$ cat config.mk
export PLATFORM = sky130hd
export DESIGN_NAME = load_cell_adc_reader_with_tare_top
export DESIGN_NICKNAME = d
export VERILOG_FILES = /design/src/rtl/lcadc_pkg.sv /design/src/rtl/lcadc_div.sv /design/src/rtl/load_cell_adc_reader_with_tare_top.sv
export SDC_FILE = /design/constraint.sdc
export NUM_CORES = 1
export LEC_CHECK = 0
export BUFFER_PORTS_ARGS = -buffer_cell sky130_fd_sc_hd__buf_2
export CAP_MARGIN = 0
export CELL_PAD_IN_SITES_DETAIL_PLACEMENT = 1
export CELL_PAD_IN_SITES_GLOBAL_PLACEMENT = 1
export CORE_MARGIN = 3
export CORE_UTILIZATION = 35
export DETAILED_ROUTE_END_ITERATION = 6
export PLACE_DENSITY = 0.74
export SYNTH_ARGS = -nofsm -noshare
export SYNTH_HDL_FRONTEND = slang
export SYNTH_SLANG_ARGS = --single-unit
$ cat constraint.sdc
create_clock -name aclk -period 5.3 [get_ports aclk]
set_clock_uncertainty 0.15 [all_clocks]
set_input_delay 0.53 -clock aclk [delete_from_list [all_inputs] [get_ports aclk]]
set_output_delay 0.53 -clock aclk [all_outputs]
set_load 0.01 [all_outputs]
$ cat src/rtl/lcadc_pkg.sv
`default_nettype none
package lcadc_pkg;

    localparam int RAW_W    = 24;
    localparam int WEIGHT_W = 28;
    localparam int HALF_W   = 8;
    localparam int GAP_W    = 16;

    localparam logic [WEIGHT_W-1:0] WEIGHT_MAX = '1;
    localparam logic [HALF_W-1:0]   HALF_RST   = 8'd5;
    localparam logic [GAP_W-1:0]    GAP_RST    = 16'd213;

    localparam logic [1:0] MODE_TICK  = 2'd0;
    localparam logic [1:0] MODE_WEIGH = 2'd1;
    localparam logic [1:0] MODE_TARE  = 2'd2;

    localparam logic REG_HALF = 1'b0;
    localparam logic REG_GAP  = 1'b1;

    typedef struct packed {
        logic [1:0] mode;
        logic       dout_pin;
    } lcadc_in_t;

    typedef struct packed {
        logic                sck_pin;
        logic                busy_res;
        logic                done_res;
        logic [RAW_W-1:0]    raw_value;
        logic [WEIGHT_W-1:0] weight;
        logic                weight_updated;
    } lcadc_out_t;

    typedef struct packed {
        logic busy;
        logic done;
    } lcadc_div_stat_t;

endpackage
`default_nettype wire

$ cat src/rtl/lcadc_div.sv
`default_nettype none
module lcadc_div
    import lcadc_pkg::*;
#(
    parameter int NW = 29,
    parameter int DW = 16
) (
    input  wire logic            aclk,
    input  wire logic            aresetn,
    input  wire logic            start,
    input  wire logic [NW-1:0]   dividend,
    input  wire logic [DW-1:0]   divisor,
    output logic      [NW-1:0]   quotient,
    output lcadc_div_stat_t      stat
);

    localparam int CW = $clog2(NW + 1);

    logic          busy_reg;
    logic          done_reg;
    logic [CW-1:0] cnt_reg;
    logic [DW-1:0] rem_reg;
    logic [NW-1:0] quo_reg;
    logic [DW-1:0] dvs_reg;

    logic [DW:0]   rem_sh;
    logic [DW:0]   rem_sub;
    logic          bit_ge;

    // Restoring division, one quotient bit a cycle. The dividend shifts out
    // of the top of quo_reg while quotient bits shift in at the bottom.
    always_comb begin
        rem_sh  = {rem_reg, quo_reg[NW-1]};
        bit_ge  = (rem_sh >= {1'b0, dvs_reg});
        rem_sub = bit_ge ? (rem_sh - {1'b0, dvs_reg}) : rem_sh;
    end

    always_ff @(posedge aclk) begin
        if (!aresetn) begin
            busy_reg <= 1'b0;
            done_reg <= 1'b0;
            cnt_reg  <= '0;
        end else begin
            done_reg <= 1'b0;
            if (start) begin
                busy_reg <= 1'b1;
                cnt_reg  <= CW'(NW);
            end else if (busy_reg) begin
                cnt_reg <= cnt_reg - 1'b1;
                if (cnt_reg == CW'(1)) begin
                    busy_reg <= 1'b0;
                    done_reg <= 1'b1;
                end
            end
        end
    end

    always_ff @(posedge aclk) begin
        if (start) begin
            rem_reg <= '0;
            quo_reg <= dividend;
            dvs_reg <= divisor;
        end else if (busy_reg) begin
            rem_reg <= rem_sub[DW-1:0];
            quo_reg <= {quo_reg[NW-2:0], bit_ge};
        end
    end

    assign quotient  = quo_reg;
    assign stat.busy = busy_reg;
    assign stat.done = done_reg;

endmodule
`default_nettype wire

$ cat src/rtl/load_cell_adc_reader_with_tare_top.sv
// An accepted beat gives its result beat in the next cycle, except the beat that ends a
// weigh read with raw above tare and a non-zero divisor, which waits for the divider.
// Throughput: one beat a cycle while the divider is neither busy nor done and the output is free
// or taken; the long case is set by the bit-serial divider, one quotient bit per cycle, no beat taken.
// Reset (aresetn, synchronous, active low): idle, clock high, readings and tare cleared,
// half period 5 ticks, divisor 213 half units.
`default_nettype none
module load_cell_adc_reader_with_tare_top
    import lcadc_pkg::*;
#(
    parameter int DATA_BITS = 24,
    parameter int FRAC_BITS = 4
) (
    input  wire logic             aclk,
    input  wire logic             aresetn,
    input  wire logic             s_valid,
    output logic                  s_ready,
    input  wire lcadc_in_t        s_data,
    output logic                  m_valid,
    input  wire logic             m_ready,
    output lcadc_out_t            m_data,
    input  wire logic             cfg_wr_en,
    input  wire logic             cfg_index,
    input  wire logic [GAP_W-1:0] cfg_wr_data
);

    localparam int NW  = DATA_BITS + FRAC_BITS + 1;
    localparam int QW  = (NW > WEIGHT_W) ? NW : WEIGHT_W;
    localparam int BCW = $clog2(DATA_BITS + 2);

    localparam logic [2:0] PH_IDLE = 3'd0;
    localparam logic [2:0] PH_LEAD = 3'd1;
    localparam logic [2:0] PH_WAIT = 3'd2;
    localparam logic [2:0] PH_HIGH = 3'd3;
    localparam logic [2:0] PH_LOW  = 3'd4;

    logic [HALF_W-1:0]    half_reg;
    logic [GAP_W-1:0]     gap_reg;

    logic [2:0]           phase_reg,  phase_next;
    logic [HALF_W-1:0]    tick_reg,   tick_next;
    logic [BCW-1:0]       bit_reg,    bit_next;
    logic [DATA_BITS-1:0] shift_reg,  shift_next;
    logic                 sck_reg,    sck_next;
    logic                 tare_reg,   tare_next;
    logic [DATA_BITS-1:0] last_raw_reg;
    logic [DATA_BITS-1:0] tare_val_reg;
    logic [WEIGHT_W-1:0]  net_weight_reg;

    logic                 m_valid_reg;
    lcadc_out_t           m_data_reg;

    logic                 accept;
    logic                 finish;
    logic [BCW-1:0]       bit_inc;
    logic [HALF_W-1:0]    tick_inc;
    logic [DATA_BITS-1:0] raw_fin;
    logic                 above_tare;
    logic                 upd;
    logic                 div_start;
    logic [NW-1:0]        div_num;
    logic [NW-1:0]        div_quo;
    logic [QW-1:0]        quo_ext;
    logic [WEIGHT_W-1:0]  quo_sat;
    logic [WEIGHT_W-1:0]  weight_out;
    logic [DATA_BITS-1:0] raw_out;
    lcadc_div_stat_t      div_stat;

    // One beat in flight: the divider and a full output register both hold off the input.
    assign s_ready = !div_stat.busy && !div_stat.done && (!m_valid_reg || m_ready);
    assign accept  = s_valid && s_ready;

    always_comb begin
        phase_next = phase_reg;
        tick_next  = tick_reg;
        bit_next   = bit_reg;
        shift_next = shift_reg;
        sck_next   = sck_reg;
        tare_next  = tare_reg;
        finish     = 1'b0;
        bit_inc    = bit_reg + 1'b1;
        tick_inc   = (tick_reg != '1) ? (tick_reg + 1'b1) : tick_reg;
        unique case (phase_reg)
            PH_IDLE: begin
                if (s_data.mode == MODE_WEIGH || s_data.mode == MODE_TARE) begin
                    tare_next  = (s_data.mode == MODE_TARE);
                    sck_next   = 1'b1;
                    tick_next  = HALF_W'(1);
                    bit_next   = '0;
                    shift_next = '0;
                    phase_next = PH_LEAD;
                end
            end
            PH_LEAD: begin
                if (tick_reg >= half_reg) begin
                    sck_next   = 1'b0;
                    tick_next  = '0;
                    phase_next = PH_WAIT;
                end else begin
                    tick_next = tick_reg + 1'b1;
                end
            end
            PH_WAIT: begin
                if (!s_data.dout_pin) begin
                    sck_next   = 1'b1;
                    tick_next  = HALF_W'(1);
                    bit_next   = '0;
                    phase_next = PH_HIGH;
                end
            end
            PH_HIGH: begin
                if (tick_reg >= half_reg) begin
                    sck_next  = 1'b0;
                    tick_next = '0;
                    // The pulse after the last data bit selects gain 128 and ends the read.
                    if (bit_inc > BCW'(DATA_BITS)) begin
                        phase_next = PH_IDLE;
                        finish     = 1'b1;
                        bit_next   = '0;
                    end else begin
                        phase_next = PH_LOW;
                        bit_next   = bit_inc;
                    end
                end else begin
                    tick_next = tick_reg + 1'b1;
                end
            end
            PH_LOW: begin
                tick_next = tick_inc;
                if (tick_inc == HALF_W'(1)) begin
                    shift_next = {shift_reg[DATA_BITS-2:0], s_data.dout_pin};
                end
                if (tick_inc >= half_reg) begin
                    sck_next   = 1'b1;
                    tick_next  = HALF_W'(1);
                    phase_next = PH_HIGH;
                end
            end
            default: begin
                phase_next = PH_IDLE;
            end
        endcase
    end

    always_comb begin
        raw_fin    = {~shift_reg[DATA_BITS-1], shift_reg[DATA_BITS-2:0]};
        above_tare = (raw_fin > tare_val_reg);
        upd        = finish && !tare_reg && above_tare;
        div_start  = accept && upd && (gap_reg != '0);
        div_num    = NW'(raw_fin - tare_val_reg) << (FRAC_BITS + 1);
        weight_out = (upd && gap_reg == '0) ? WEIGHT_MAX : net_weight_reg;
        raw_out    = finish ? raw_fin : last_raw_reg;
        quo_ext    = QW'(div_quo);
        quo_sat    = (quo_ext > QW'(WEIGHT_MAX)) ? WEIGHT_MAX : WEIGHT_W'(quo_ext);
    end

    lcadc_div #(
        .NW (NW),
        .DW (GAP_W)
    ) u_div (
        .aclk     (aclk),
        .aresetn  (aresetn),
        .start    (div_start),
        .dividend (div_num),
        .divisor  (gap_reg),
        .quotient (div_quo),
        .stat     (div_stat)
    );

    always_ff @(posedge aclk) begin
        if (!aresetn) begin
            half_reg       <= HALF_RST;
            gap_reg        <= GAP_RST;
            phase_reg      <= PH_IDLE;
            tick_reg       <= '0;
            bit_reg        <= '0;
            shift_reg      <= '0;
            sck_reg        <= 1'b1;
            tare_reg       <= 1'b0;
            last_raw_reg   <= '0;
            tare_val_reg   <= '0;
            net_weight_reg <= '0;
            m_valid_reg    <= 1'b0;
        end else begin
            if (cfg_wr_en) begin
                unique case (cfg_index)
                    REG_HALF: half_reg <= cfg_wr_data[HALF_W-1:0];
                    REG_GAP:  gap_reg  <= cfg_wr_data;
                    default:  ;
                endcase
            end
            if (accept) begin
                phase_reg <= phase_next;
                tick_reg  <= tick_next;
                bit_reg   <= bit_next;
                shift_reg <= shift_next;
                sck_reg   <= sck_next;
                tare_reg  <= tare_next;
                if (finish) begin
                    last_raw_reg <= raw_fin;
                    if (tare_reg) begin
                        tare_val_reg <= raw_fin;
                    end
                end
                if (upd && gap_reg == '0) begin
                    net_weight_reg <= WEIGHT_MAX;
                end
            end
            if (div_stat.done) begin
                net_weight_reg <= quo_sat;
            end
            if ((accept && !div_start) || div_stat.done) begin
                m_valid_reg <= 1'b1;
            end else if (m_ready) begin
                m_valid_reg <= 1'b0;
            end
        end
    end

    // The result beat is staged here; a beat waiting on the divider stays hidden until
    // the quotient lands in its weight field.
    always_ff @(posedge aclk) begin
        if (accept) begin
            m_data_reg.sck_pin        <= sck_next;
            m_data_reg.busy_res       <= (phase_next != PH_IDLE);
            m_data_reg.done_res       <= finish;
            m_data_reg.raw_value      <= RAW_W'(raw_out);
            m_data_reg.weight         <= weight_out;
            m_data_reg.weight_updated <= upd;
        end else if (div_stat.done) begin
            m_data_reg.weight <= quo_sat;
        end
    end

    assign m_valid = m_valid_reg;
    assign m_data  = m_data_reg;

endmodule
`default_nettype wire

Word-level counts from Yosys, hierarchy flattened --
Cells that the tools add are included.
Word-level totals: word-level logic and storage cells 138, output and inout bits 58, input port bits 25, register bits after elaboration 267
Cells by class: add/subtract/negate cells 5, bitwise gates (word level) 4, reduce and logical (&&, ||, !) cells 37, $lt $le $gt $ge 6, muxes and demuxes 47, equality and inequality tests 13
Operators by type and width (count):
- $mux 28 | 6
- $mux 24 | 3
- $mux 29 | 2
- $pmux 24 s2 | 1
- $mux 8 | 5
- $pmux 8 s4 | 1
- $mux 5 | 6
- $gt 29x28->1 const B | 1
- $gt 24x24->1 | 1
- $sub 24x24->24 | 1
- $mux 3 | 6
- $ge 17x16->1 | 1
- $ge 8x8->1 | 2
- $logic_not 16->1 | 1
- $mux 16 | 1
- $reduce_bool 16->1 | 1
- $sub 16x16->16 | 1
- $pmux 3 s5 | 1
- $pmux 5 s3 | 1
- $mux 1 | 13
- $logic_and 1x1->1 | 9
- $add 8x1->8 const B | 1
- $eq 8x1->1 const B | 1
- $ne 2x2->1 const B | 4
- other kinds (24) | 42

Longest topological paths before layout --
depth after elaboration 13, mapped depth 17

By module --
A second synthesis with hierarchy kept.
Second synthesis, totals: cells, all modules 1474, area, all modules 13709.4 µm²
Modules (own cells, without submodules):
- load_cell_adc_reader_with_tare_top | seq. area each 4544.4 µm², area an instance 10088.4 µm², instances 1, cells an instance 1146
- lcadc_div | seq. area each 1811.7 µm², area an instance 3621.0 µm², instances 1, cells an instance 328

Worst setup path after synthesis --
OpenSTA, ideal clock, no wires.
path kind reg-to-reg, start reg tick_reg[0], end reg tick_reg[7], library setup time 70 ps, data required time 5080 ps, setup slack 1807 ps, buffers on the path 2, cell stages (with the launch flop) 16, arrival 3273 ps, cell sequence dfxtp_1 -> ha_1 -> clkbuf_1 -> and2_2 -> and3_1 -> clkbuf_1 -> or3_1 -> ha_1 -> and2_1 -> o21ai_0 -> o21ai_0 -> o41a_1 -> nor2_1 -> o211a_1 -> o21ai_0 -> a21oi_1
Between the ends: cells in the longest elaborated chain, start to end 5, elaborated cells between the ends (all ways) 8, classes of those cells add/sub: 1; order compare: 2; eq/ne: 1; mux: 4
Ends and longest elaborated chain:
- start, declared | RTL line load_cell_adc_reader_with_tare_top.sv:41 | logic [HALF_W-1:0] tick_reg, tick_next;
- start signal, assigned | RTL line load_cell_adc_reader_with_tare_top.sv:194 | tick_reg <= tick_next;
- $add 8x1->8 or $ne 8x8->1 (tied branches) | RTL line load_cell_adc_reader_with_tare_top.sv:82, load_cell_adc_reader_with_tare_top.sv:100, load_cell_adc_reader_with_tare_top.sv:125
- $mux 8 | RTL line load_cell_adc_reader_with_tare_top.sv:82 | tick_inc = (tick_reg != '1) ? (tick_reg + 1'b1) : tick_reg;
- $ge 8x8->1 | RTL line load_cell_adc_reader_with_tare_top.sv:133 | if (tick_inc >= half_reg) begin
- $mux 8 | RTL line load_cell_adc_reader_with_tare_top.sv:133
- $pmux 8 s4 * | RTL line load_cell_adc_reader_with_tare_top.sv:83 | unique case (phase_reg)
Mark *: on every way between the ends. The rest lies on a longest branch, timed or not. A chain may end at the register's enable or synchronous reset.

Final worst setup path --
start reg tick_reg[0], end reg tick_reg[2]
Same word-level chain as after synthesis.

==> out/metrics.cfg <==
[setup_path]
crit_family = simple AND/OR/NAND/NOR gates
worstPathArrival_ps = 4250
criticalPathCategory = flip-flop to flip-flop
crit_chain = ha_1, and2_2, and3_1, or3_1, ha_1, and2_1, o21ai_0, o21ai_0, o41a_1, nor2_1, o211a_1, o21ai_0, a21oi_1
critical_path.endpoint_type = flip-flop
max_stage_delay_ps = 410
cpMostUsedCell = o21ai_0
crit_slowest_cell = or3_1
path_buf_inv = 0
start_kind = flip-flop
worstPathRequired_ps = 5650
path_max_fanout = 9

[pwr]
power.internal_uw = 3320
p_sw_uw = 1050
swShare_pct = 24.0
pwr-share-clk_pct = 42.9
power.density_nw_per_um2 = 298
power.leakage_uw = 0.00571
power_uw = 4370
seqPwrFrac_pct = 50.7
peakVddDrop_mv = 0.257
comb_power_share_pct = 6.4

[synthesis]
yosys.area.top_type_share_pct = 26.2
syn_nets = 1483
synth_ff_type = dfxtp_1
synth_edf_count = 96
syn_area_per_cell_um2 = 9.38
synth_seq_cells = 267
synthCells = 1394
synth_most_common_cell = nand2_1
async_flop_share_pct = 0
ys_types = 68
ys_seq_area_share_pct = 48.2
synth_top_area_cell = dfxtp_1
netlist_top_cells_area = dfxtp_1 (26%), edfxtp_1 (22%), ha_1 (5.9%)
synthTopCellsByCount = nand2_1 (178), dfxtp_1 (171), a21oi_1 (112)
syn_area_um2 = 13100
ys.warnings.count = 0

[drt]
drtPass1Iterations = 5
wl_met2_um = 14600
met1Wirelength_um = 16100
drtIter0Drc = 592
topRoutingLayerUsed = met5
wl_um = 32400
vias = 10200
ant_nets = 0
via_per_inst = 5.27
wire_per_inst_um = 16.8
drc_errors = 0
dr_wl_met3_um = 1110

[sta]
setup_viol = 0
fmax_mhz = 256
tightest_slew_ps = 1060
rsz0062_at_grt = no
period_minus_slack_ps = 3910
report.final.slew_viol_count = 0
final.setup.tns_ps = 0
hold_viol = 0
relSlewSlack_pct = 29.0
finalCritPeriodShare_pct = 73.7

[die]
start_util_pct = 35.6
ioPinCount = 83
chipWidth_um = 199
fp-row-count = 70
fp.coreArea_um2 = 36700
die_area_um2 = 39700
die_y_um = 199

[global_route]
overflow = 0
grt_pass1_vias = 10400
grtUsageTotal_pct = 16.1
grt_pass1_wl_um = 53400
grt_antenna_before_repair = 1
grt_max_degree = 92

[cts]
cts_made_buffers = 29
clkTransAtPathRegs_ps = 70
hold_buffers = 0
cts.sinks = 267
post_cts_buffers = 0
htreeDepth = 1
cts_resized = 0
cts_tree = yes
clock_latency_ps = 570
cts.path.max_buffers = 3
root_buffer = clkbuf_16

[final_layout]
stdcell_area_um2 = 14700
layout-drive-gt1-share_pct = 12.1
nNetsFinal = 1532
largest_register_ffs = 56
area_growth_syn_to_layout_pct = 12.1
diodes = 0

[flow_run]
drv_cap = 0

[hold_path]
hold_path.class = input pin to flip-flop

[placement]
place_area_um2 = 13800
gp_congestion = 0.816
hpwl_um = 22300
io_buffer_count = 82

[status]
status = finished, final reports clean

cells in the final DEF, fill, tap and decap left out, drive strengths merged, types with 4 or more instances in the layout:
| cell | count |
|---|---|
| a211oi | 5 |
| a21boi | 23 |
| a21o | 15 |
| a21oi | 112 |
| a31oi | 4 |
| and2 | 12 |
| and3 | 8 |
| and4 | 4 |
| buf | 94 |
| clkbuf | 35 |
| clkinv | 17 |
| dfxtp | 171 |
| edfxtp | 96 |
| ha | 62 |
| inv | 69 |
| mux2 | 23 |
| mux2i | 28 |
| nand2 | 179 |
| nand2b | 27 |
| nand3 | 54 |
| nand3b | 4 |
| nand4 | 7 |
| nor2 | 108 |
| nor2b | 18 |
| nor3 | 31 |
| nor4 | 9 |
| o211ai | 15 |
| o21a | 10 |
| o21ai | 86 |
| o21bai | 4 |
| o22a | 28 |
| o22ai | 26 |
| o31ai | 4 |
| or3 | 7 |
| xnor2 | 25 |
| xor2 | 15 |
final timing paths:
check | start | endpoint | slack, ps | cells past startpoint
worst max-delay path | tick_reg[0] | tick_reg[2] | 1390 | 13
worst max register to register | tick_reg[0] | tick_reg[2] | 1390 | 13
worst min register to register | gap_reg[14] | u_div.dvs_reg[14] | 310 | 0
worst min-delay path | cfg_wr_data[6] | gap_reg[6] | 60 | 3
worst reg2reg max path: stages, from the launching register on:
cell	delay [ps]
dfxtp_1	390
ha_1	320
and2_2	250
and3_1	260
or3_1	410
ha_1	300
and2_1	160
o21ai_0	140
o21ai_0	140
o41a_1	400
nor2_1	260
o211a_1	360
o21ai_0	140
a21oi_1	150
power groups by stage:
stage / clock network [uW] / registers (uW) / logic (uW)
after detailed placement: 0 / 2260 / 281
final: 1870 / 2210 / 278
after global routing: 2030 / 2220 / 315
after floorplan: 0 / 2260 / 179
after CTS: 1940 / 2210 / 284
after global placement: 0 / 2260 / 275
stage by stage:
stage	utilization, %	hold WS, ps	cells	worst slack [ps]
6_report	40.0	58.6	1933	1390
5_1_grt	40.0	68.5	1933	1010
4_1_cts	40.0	34.9	1933	1350
3_5_place_dp	37.6	297	1880	1410
3_3_place_gp	37.6	292	1880	1500
2_1_floorplan	-	280	1394	1810
layout make-up:
cell class                      instances  area [um^2]
Clock inverter                         18          108
Sequential cell                       267         6310
Inverter                               69          260
Tap cell                              468          586
Timing Repair Buffer                   94          500
Multi-Input combinational cell        982         6140
Clock buffer                           35          768
Fill cell                            4239        22000
kinds of logic after synthesis:
| kind of cell | share of synthesized area, % |
|---|---|
| and+or+nand+nor | 17.0 |
| AOI/OAI and AO/OA | 16.9 |
| DFF | 48.2 |
| buffers and inverters | 4.87 |
| adders and majority gates | 6.24 |
| muxes | 4.12 |
| xor gates and xnor gates | 2.68 |
routing by layer:
layer,GRT usage [%],vias up
li1,-,5043
met1,22.6,4961
met2,26.3,129
met3,2.16,50
met4,4.09,2
met5,0,-
(Power assumes the default switching activity.)
